--- src/min_heap_priority_queue_macros.svh ---
// Assertion macros for the priority queue RTL.
`ifndef MIN_HEAP_PRIORITY_QUEUE_MACROS_SVH
`define MIN_HEAP_PRIORITY_QUEUE_MACROS_SVH

// Same-cycle implication, checked out of reset.
`define MHPQ_ASSERT_NOW(label, clk, rst_n, ante, cons) \
  label: assert property (@(posedge clk) disable iff (!(rst_n)) (ante) |-> (cons)) \
    else $error("priority queue assertion failed");

// Next-cycle implication, checked out of reset.
`define MHPQ_ASSERT_NEXT(label, clk, rst_n, ante, cons) \
  label: assert property (@(posedge clk) disable iff (!(rst_n)) (ante) |=> (cons)) \
    else $error("priority queue assertion failed");

`endif

--- src/mhpq_pkg.sv ---
// Types and constants of the priority queue.
package mhpq_pkg;

  localparam int unsigned ValueW = 32;
  localparam int unsigned CountW = 7;

  typedef logic signed [ValueW-1:0] value_t;
  typedef logic [CountW-1:0]        count_t;

  typedef enum logic {
    KindInsert = 1'b0,
    KindRemove = 1'b1
  } kind_e;

  typedef enum logic [1:0] {
    StDone  = 2'd0,
    StFull  = 2'd1,
    StEmpty = 2'd2
  } status_e;

  localparam value_t EmptyMark = -32'sd99999;

  // Operation broadcast to every cell in the same cycle.
  typedef struct packed {
    logic   ins;
    logic   rem;
    value_t x;
  } cell_op_t;

  // What a cell hands to its neighbors.
  typedef struct packed {
    value_t value;
    logic   valid;
  } link_t;

endpackage

--- src/mhpq_cell.sv ---
// One cell of the sorted chain: holds one value and shifts with its neighbors.
module mhpq_cell (
  input  logic             clk_i,
  input  logic             rst_ni,
  input  mhpq_pkg::cell_op_t op_i,
  input  mhpq_pkg::link_t  left_i,
  input  logic             left_gt_i,
  input  mhpq_pkg::link_t  right_i,
  output mhpq_pkg::link_t  own_o,
  output logic             gt_o
);
  import mhpq_pkg::*;

  value_t value_q, value_d;
  logic   valid_q, valid_d;

  // An empty cell counts as holding plus infinity, so the flags run
  // false up to the insert point and true from there on.
  assign gt_o = !valid_q || (op_i.x < value_q);

  always_comb begin
    value_d = value_q;
    valid_d = valid_q;
    if (op_i.ins) begin
      if (gt_o) begin
        if (left_gt_i) begin
          value_d = left_i.value;
          valid_d = left_i.valid;
        end else begin
          value_d = op_i.x;
          valid_d = 1'b1;
        end
      end
    end else if (op_i.rem) begin
      value_d = right_i.value;
      valid_d = right_i.valid;
    end
  end

  always_ff @(posedge clk_i or negedge rst_ni) begin
    if (!rst_ni) begin
      valid_q <= 1'b0;
    end else begin
      valid_q <= valid_d;
    end
  end

  always_ff @(posedge clk_i) begin
    value_q <= value_d;
  end

  assign own_o.value = value_q;
  assign own_o.valid = valid_q;

endmodule

--- config.mk ---
export PLATFORM = sky130hd
export DESIGN_NAME = mhpq_cell
export DESIGN_NICKNAME = d
export VERILOG_FILES = /design/src/min_heap_priority_queue_macros.svh /design/src/mhpq_pkg.sv /design/src/mhpq_cell.sv
export SDC_FILE = /design/constraint.sdc
export NUM_CORES = 1
export LEC_CHECK = 0
export BUFFER_PORTS_ARGS = -buffer_cell sky130_fd_sc_hd__buf_2
export CAP_MARGIN = 15
export CORE_MARGIN = 4
export CORE_UTILIZATION = 44
export DETAILED_ROUTE_END_ITERATION = 7
export GPL_TIMING_DRIVEN = 0
export PLACE_DENSITY = 0.79
export SYNTH_ARGS = -nofsm -noshare
export SYNTH_HDL_FRONTEND = slang
export SYNTH_SLANG_ARGS = --single-unit
--- constraint.sdc ---
create_clock -name clk_i -period 2.99 [get_ports clk_i]
set_clock_uncertainty 0.05 [all_clocks]
set_input_delay 0.598 -clock clk_i [delete_from_list [all_inputs] [get_ports clk_i]]
set_output_delay 0.598 -clock clk_i [all_outputs]
set_load 0.01 [all_outputs]
; Word level (Yosys, flattened, before mapping)
; Index checks and enable logic that the tools add are counted.
[totals]
regBits = 33
inputBits = 103
output_inout_bits = 34
[classes]
magnitude_cmp = 1
eq_ne = 1
muxes = 8
n_reduce_logical = 4
[ops]
columns = operator, n
row1 = 32-bit 2-to-1 mux, 4
row2 = 32-bit < comparator, 1
row3 = 1-bit 2-to-1 mux, 4
row4 = "2-bit by 1-bit inequality test with 1-bit output, second input constant", 1
row5 = 2-bit AND reduction, 1
row6 = 2-bit nonzero test, 1
row7 = 1-bit zero test, 1
row8 = 1-bit logical OR, 1

; Longest topological paths before layout
; Gate-level depths: netlist of the first run.
[depth]
word_depth = 4
mapped_depth = 8
mapped_depth_nobuf = 8

; Least setup slack after synthesis of the first run
; No wires, ideal clock.
[synth_timing]
path_type = input to register
startpoint = input op_i[30] (netlist bit)
endpoint = register value_q[0] (enable)
arrival_ns = 2.553
required_time_ns = 2.553
setup_slack_ns = 0.000
cell_stages = 7
n_path_buf = 0
cell_sequence = ha_1 > a21oi_1 > nand2_1 > a221o_1 > a211o_1 > nand2_1 > o211a_1
[synth_via]
elab_chain_len = 4
[synth_lines]
columns = item, line_no
row1 = start: declaration, mhpq_cell.sv:5  ; input mhpq_pkg::cell_op_t op_i,
row2 = 32-bit < comparator, mhpq_cell.sv:19  ; assign gt_o = !valid_q || (op_i.x < value_q);
row3 = 1-bit logical OR, mhpq_cell.sv:19
row4 = 2-bit by 1-bit inequality test with 1-bit output (no line), n/a
row5 = 2-bit AND reduction (no line), n/a
row6 = end signal: assignment, mhpq_cell.sv:49  ; value_q <= value_d;
row7 = end: declaration, mhpq_cell.sv:14  ; value_t value_q, value_d;
; Every way passes these cells.
; A chain may end at the register's enable or synchronous reset.

; Worst setup path after layout of the first run
[layout_timing]
startpoint = input op_i[9] (netlist bit)
endpoint = output gt_o
[layout_via]
elab_chain_len = 2
[layout_lines]
columns = item, line_no
row1 = 32-bit < comparator, mhpq_cell.sv:19
row2 = 1-bit logical OR, mhpq_cell.sv:19
row3 = end: declaration, mhpq_cell.sv:10  ; output logic gt_o
; Every way passes these cells.

==> impl_metrics.ini, run 1 <==
[grt]
grt_max_degree = 21
grt_pass1_wl_mm = 11.93
grt_antenna_before_repair = 0
grt.total_usage_pct = 21.15
grt_pass1_vias = 2595
overflow = 0

[place]
post_dp_cell_area_um2 = 3318
place_hpwl_mm = 5.846
place_inst = 468
place.gp.congestion = 0.7880
place_ws_ps = -318.9
portBuffers = 134

[cts]
htree_num_levels = 2
cts_buffers = 5
cts_sinks = 33
clock-root-buffer = clkbuf_8
cts_tree = yes
clk_pin_slew_ps = 70
cts_buffer_depth = 2
clkLatencyLatePin_ps = 280

[floorplan]
row_count = 27
die_w_um = 83.83
start_util_pct = 45.66
ios = 137
coreArea_um2 = 5540
die-area_um2 = 7027
die_height_um = 83.83

[final_layout]
area_delta_synth_final_pct = 43.17
drive_above_1_share_pct = 43.07
final_cell_area_um2 = 3622
final_cells = 483
antenna_cells = 0
nets = 545
finish.utilization_pct = 65.38

[timing]
tightest_slew_ps = 545.8
slew_headroom_pct = 63.61
whs_ps = 25.05
max_clock_freq_ghz = 0.3374
rsz0062_at_grt = true
drv_slew = 0
fin_tns_setup_ps = 0
min_period_ps = 2964
finalCritPeriodShare_pct = 99.13
fin_ws_ps = 25.88
setup_viol = 0
hold_viol = 0

[power_and_ir_drop]
ir_drop_mv = 0.2606
powerDensity_nw_per_um2 = 435.9
p_leak_nw = 1.811
finalPower_mw = 1.579

[synth]
synth.distinct_cells = 35
syn_nets = 395
async_reset_ff_share_pct = 3.030
synth_edf_count = 32
synth_seq_cells = 33
yosysWarnings = 0
syn_area_per_cell_um2 = 9.693
synth_ff_type = edfxtp_1
synth_area_leaders = edfxtp_1 38%, ha_1 15%, mux2i_1 13%
syn_inst = 261
yosys.area.top_type = edfxtp_1
synth_top_area_share_pct = 37.98
yosysSeqAreaShare_pct = 38.97
synth_area_um2 = 2530

[critical_path]
worstSetupEndpointType = output pin
crit_path_start_kind = primary input
r2r_end = value_q[12]
r2r_cells = 9
worstPathMaxFanout = 3
critical_path_class = in -> out
reg2reg_from = value_q[1]
critPathRequiredTime_ps = 2340
rrSetupSlack_ps = 260
cp-startpoint = op_i[9]
arrival_ps = 2320

[route]
drc_errors = 0
wire_per_inst_um = 16.08
drt_iter0_markers = 82
drt_pass1_iterations = 4
ant_nets = 0
wl_mm = 7.769
viasPerCell = 5.168
vias = 2496

[job]
drv_cap = 0

[status]
status = finished clean

[hold_path]
hp-class = in -> async
==> state kept, by name, indices dropped and copies added (netlist names) <==
register / cells
value_q: 32
valid_q: 1
==> routing by layer <==
metal  up-vias  GRT usage, %  wire, um  share of wire, %
met5         -             0         0                 0
met4         0         8.041       129               1.7
met3        10         4.442       542               7.0
met2       100         40.13      4129                53
met1      1147         22.63      2967                38
li1       1239             -         -                 -
==> synthesized netlist by cell type, types with 2 or more instances <==
library cell  instances
clkbuf_1              8
edfxtp_1             32
ha_1                 31
nand2_1               5
a21o_1                3
inv_1                32
o21ai_0               2
nand4_1               7
mux2i_1              32
o21a_1                2
nor3_1                2
buf_2                 3
nand3_1               5
a21oi_1              43
nor2_1               34
==> worst max-delay path, cell delays in order <==
cell and delay (ps):
buf_2 110, ha_1 310, a21o_1 180, nand3_1 80, a21oi_1 80, o41a_1 460, o21a_1 200, o21ai_1 140
buf_2 160
==> cell families after synthesis <==
| family | Yosys count | synth area share [%] |
|---|---|---|
| buf+inv | 45 | 6.973 |
| compound gates | 61 | 15.08 |
| mux | 33 | 13.11 |
| fa+ha+maj | 31 | 15.33 |
| simple gates | 58 | 10.53 |
| flops | 33 | 38.97 |
==> layout by cell type, fill, tap and decap left out, types with 2 or more instances in the layout <==
| cell type | instances |
|---|---|
| o21a_1 | 2 |
| nor2_1 | 34 |
| ha_1 | 20 |
| a21o_1 | 3 |
| nand2_1 | 5 |
| buf_4 | 9 |
| nand4_1 | 7 |
| a21oi_2 | 3 |
| inv_2 | 3 |
| a21oi_1 | 40 |
| buf_2 | 137 |
| edfxtp_1 | 32 |
| mux2i_1 | 32 |
| nand3_1 | 5 |
| o21ai_0 | 2 |
| clkbuf_1 | 9 |
| nor3_1 | 2 |
| ha_4 | 11 |
| clkbuf_8 | 5 |
| inv_1 | 29 |
==> power breakdown <==
| group | leakage [nW] | total (mW) | internal, mW | switching, mW |
|---|---|---|---|---|
| logic | 1.45 | 0.622 | 0.298 | 0.324 |
| clock network | 0.0387 | 0.326 | 0.157 | 0.168 |
| registers | 0.323 | 0.631 | 0.598 | 0.0338 |
| total | 1.81 | 1.58 | 1.05 | 0.526 |
==> area by class of cell <==
| cell class | count | area (um^2) |
|---|---|---|
| timing repair buffer | 143 | 758.2 |
| sequential | 33 | 985.9 |
| fill | 487 | 1918 |
| inverter | 32 | 120.1 |
| tap | 72 | 90.09 |
| buffer | 13 | 56.30 |
| multi-input combinational | 183 | 1535 |
| clock inverter | 1 | 3.754 |
| clock buffer | 6 | 72.57 |
==> worst max-delay path by stage <==
stage,end,slack [ps],cells past startpoint
6_report,gt_o,30,9
5_1_grt,gt_o,-70,9
4_1_cts,gt_o,-100,8
3_5_place_dp,value_q[0],-320,9
3_3_place_gp,value_q[14],-610,8
2_1_floorplan,value_q[0],0.06,7
==> repair_timing <==
| item | 4_1_cts | 5_1_grt |
|---|---|---|
| pin swaps | 7 | 12 |
| hold buffers | 0 | 0 |
| setup endpoints to repair | 21 | 21 |
| buffers inserted | 2 | 6 |
| gates resized for setup | 7 | 15 |
Power figures use the tool's default switching activity.
==> run 2: changes to the inputs <==
CORE_ASPECT_RATIO = 1.1   (was not set)
==> run 2 against run 1 <==
- non-clock buffer count fell by 3
- design area is 0.17% lower
- clock power rose by 16%
- routed wire length is 6.0% lower
- clock-buffer cell count up 1
- core utilization increased by 0.78 points
- register-to-register slack lost 30 ps
- largest cell class unchanged
- highest routed layer unchanged
==> impl_metrics.ini, run 2 (synthesis gave the netlist of run 1 again) <==
[power_and_ir_drop]
p_clk_share_pct = 23.5
power_switching_uw = 515.5
ir_drop_mv = 0.2679
combPwrFrac_pct = 37.1
swShare_pct = 32.11
p_seq_share_pct = 39.4
p_int_mw = 1.090
p_leak_nw = 1.809
finalPower_mw = 1.606
powerDensity_nw_per_um2 = 444.0

[critical_path]
rrSetupSlack_ps = 230
reg2reg_from = value_q[1]
critPathCapture = gt_o
crit_chain = buf_2 -> ha_1 -> nand4_1 -> or3_4 -> o32ai_2 -> o41a_1 -> nor3_1 -> o21ai_1 -> buf_2
critPathSlowestCell = or3_4
critPathRequiredTime_ps = 2340
critical_path_class = in -> out
r2r_cells = 9
cp-startpoint = op_i[15]
max_stage_delay_ps = 410
worstPathMaxFanout = 3
crit_path_start_kind = primary input
worstSetupEndpointType = output pin
path_common_cell = buf_2
r2r_end = value_q[29]
arrival_ps = 2330

[final_layout]
largest_register_ffs = 32
fillers = 472
antenna_cells = 0
area_delta_synth_final_pct = 42.93
layout_commonest_cell = buf_2
finish.utilization_pct = 66.16
final_cells = 484
layout_common_cells = 137 x buf_2, 40 x a21oi_1, 34 x nor2_1, 32 x mux2i_1, 32 x edfxtp_1
drive_above_1_share_pct = 43.52
reg_top3 = value_q x32, valid_q x1
regMostFlops = value_q
final_cell_area_um2 = 3616
nets = 542

[cts]
clkLatencyLatePin_ps = 290
clk_pin_slew_ps = 80
holdBufCountCts = 0
clock-root-buffer = clkbuf_8
cts_buffers = 5
cts_sinks = 33
cts_buffer_depth = 2
cts_tree = yes
htree_num_levels = 2

[job]
drv_cap = 0

[route]
vias = 2468
wire_per_inst_um = 15.09
wl_mm = 7.305
viasPerCell = 5.099
drc_errors = 0
ant_nets = 0
drt_iter0_markers = 65
drt_pass1_iterations = 5

[status]
status = finished clean

[timing]
hold_viol = 0
slew_headroom_pct = 66.12
setup_viol = 0
min_period_ps = 2979
finalCritPeriodShare_pct = 99.62
rsz0062_at_grt = true
max_clock_freq_ghz = 0.3357
drv_slew = 0
tightest_slew_ps = 508.2
whs_ps = 16.68

[grt]
grt.total_usage_pct = 19.46
grt_pass1_vias = 2363
grt_antenna_before_repair = 0
overflow = 0
grt_pass1_wl_mm = 10.61
grt_max_degree = 18

[place]
place_inst = 471
portBuffers = 134
place.gp.congestion = 0.7851
place_hpwl_mm = 5.695
post_dp_cell_area_um2 = 3322

[floorplan]
start_util_pct = 46.29
die_height_um = 87.53
die-area_um2 = 7029
die_w_um = 80.30
coreArea_um2 = 5465
ios = 137
row_count = 28

[hold_path]
hp-class = in -> async
-- run 2: cell types whose count changed in the layout (fill, tap and decap cells not counted) --
| cell | delta |
|---|---|
| buf_4 | -3 |
| clkbuf_1 | -1 |
| clkbuf_8 | +2 |
| clkinv_1 | -1 |
| clkinv_2 | +1 |
| ha_1 | +1 |
| ha_4 | -1 |
| inv_1 | -2 |
| inv_2 | +2 |
| o21ai_0 | -1 |
| o21ai_1 | +1 |
-- run 2: worst min path at each step --
stage / startpoint / to / slack (ps)
3_3_place_gp: rst_ni / valid_q / 320
5_1_grt: rst_ni / valid_q / 10
3_5_place_dp: rst_ni / valid_q / 320
6_report: rst_ni / valid_q / 20
2_1_floorplan: rst_ni / valid_q / 250
4_1_cts: rst_ni / valid_q / 10
-- run 2: layout make-up --
class	instances	area (um^2)	share of cell area, %
timing repair buffer	140	735.7	20.35
tap	75	93.84	2.595
buffer	13	56.30	1.557
multi-input combinational	183	1523	42.11
sequential	33	985.9	27.27
clock inverter	1	5.005	0.1384
inverter	32	120.1	3.322
clock buffer	7	96.34	2.664
-- run 2: critical path: cells and delay by family --
| kind | cells | cell delay (ps) |
|---|---|---|
| AOI/OAI and AO/OA | 3 | 560 |
| and+or+nand+nor | 3 | 630 |
| buffers and inverters | 2 | 250 |
| adders and majority gates | 1 | 300 |
-- run 2: per-stage QoR --
step	TNS, ps	worst slack, ps
after CTS	-77.21	-77.21
final	0	11.22
after global routing	-63.23	-63.23
after floorplan	0	0.06284
after detailed placement	-8766	-345.6
after global placement	-19420	-604.2
-- run 2: what timing repair did --
action,in CTS,in global routing
pin swaps,5,13
setup endpoints to repair,18,1
buffers inserted,2,3
gates resized for setup,5,19
-- run 2: power groups by stage --
| stage | clock [mW] | combinational, mW | sequential, mW |
|---|---|---|---|
| 2_1_floorplan | 0 | 0.273 | 0.673 |
| 3_3_place_gp | 0 | 0.505 | 0.639 |
| 3_5_place_dp | 0 | 0.534 | 0.641 |
| 4_1_cts | 0.384 | 0.548 | 0.631 |
| 5_1_grt | 0.407 | 0.662 | 0.639 |
| 6_report | 0.377 | 0.596 | 0.633 |
-- run 2: routing by layer --
layer	GRT usage [%]	vias to the layer above	part of all wire (%)
met5	0	-	0
met1	22.33	1131	41
met2	34.79	94	51
met3	5.761	10	6.9
met4	5.991	0	1.6
li1	-	1233	-
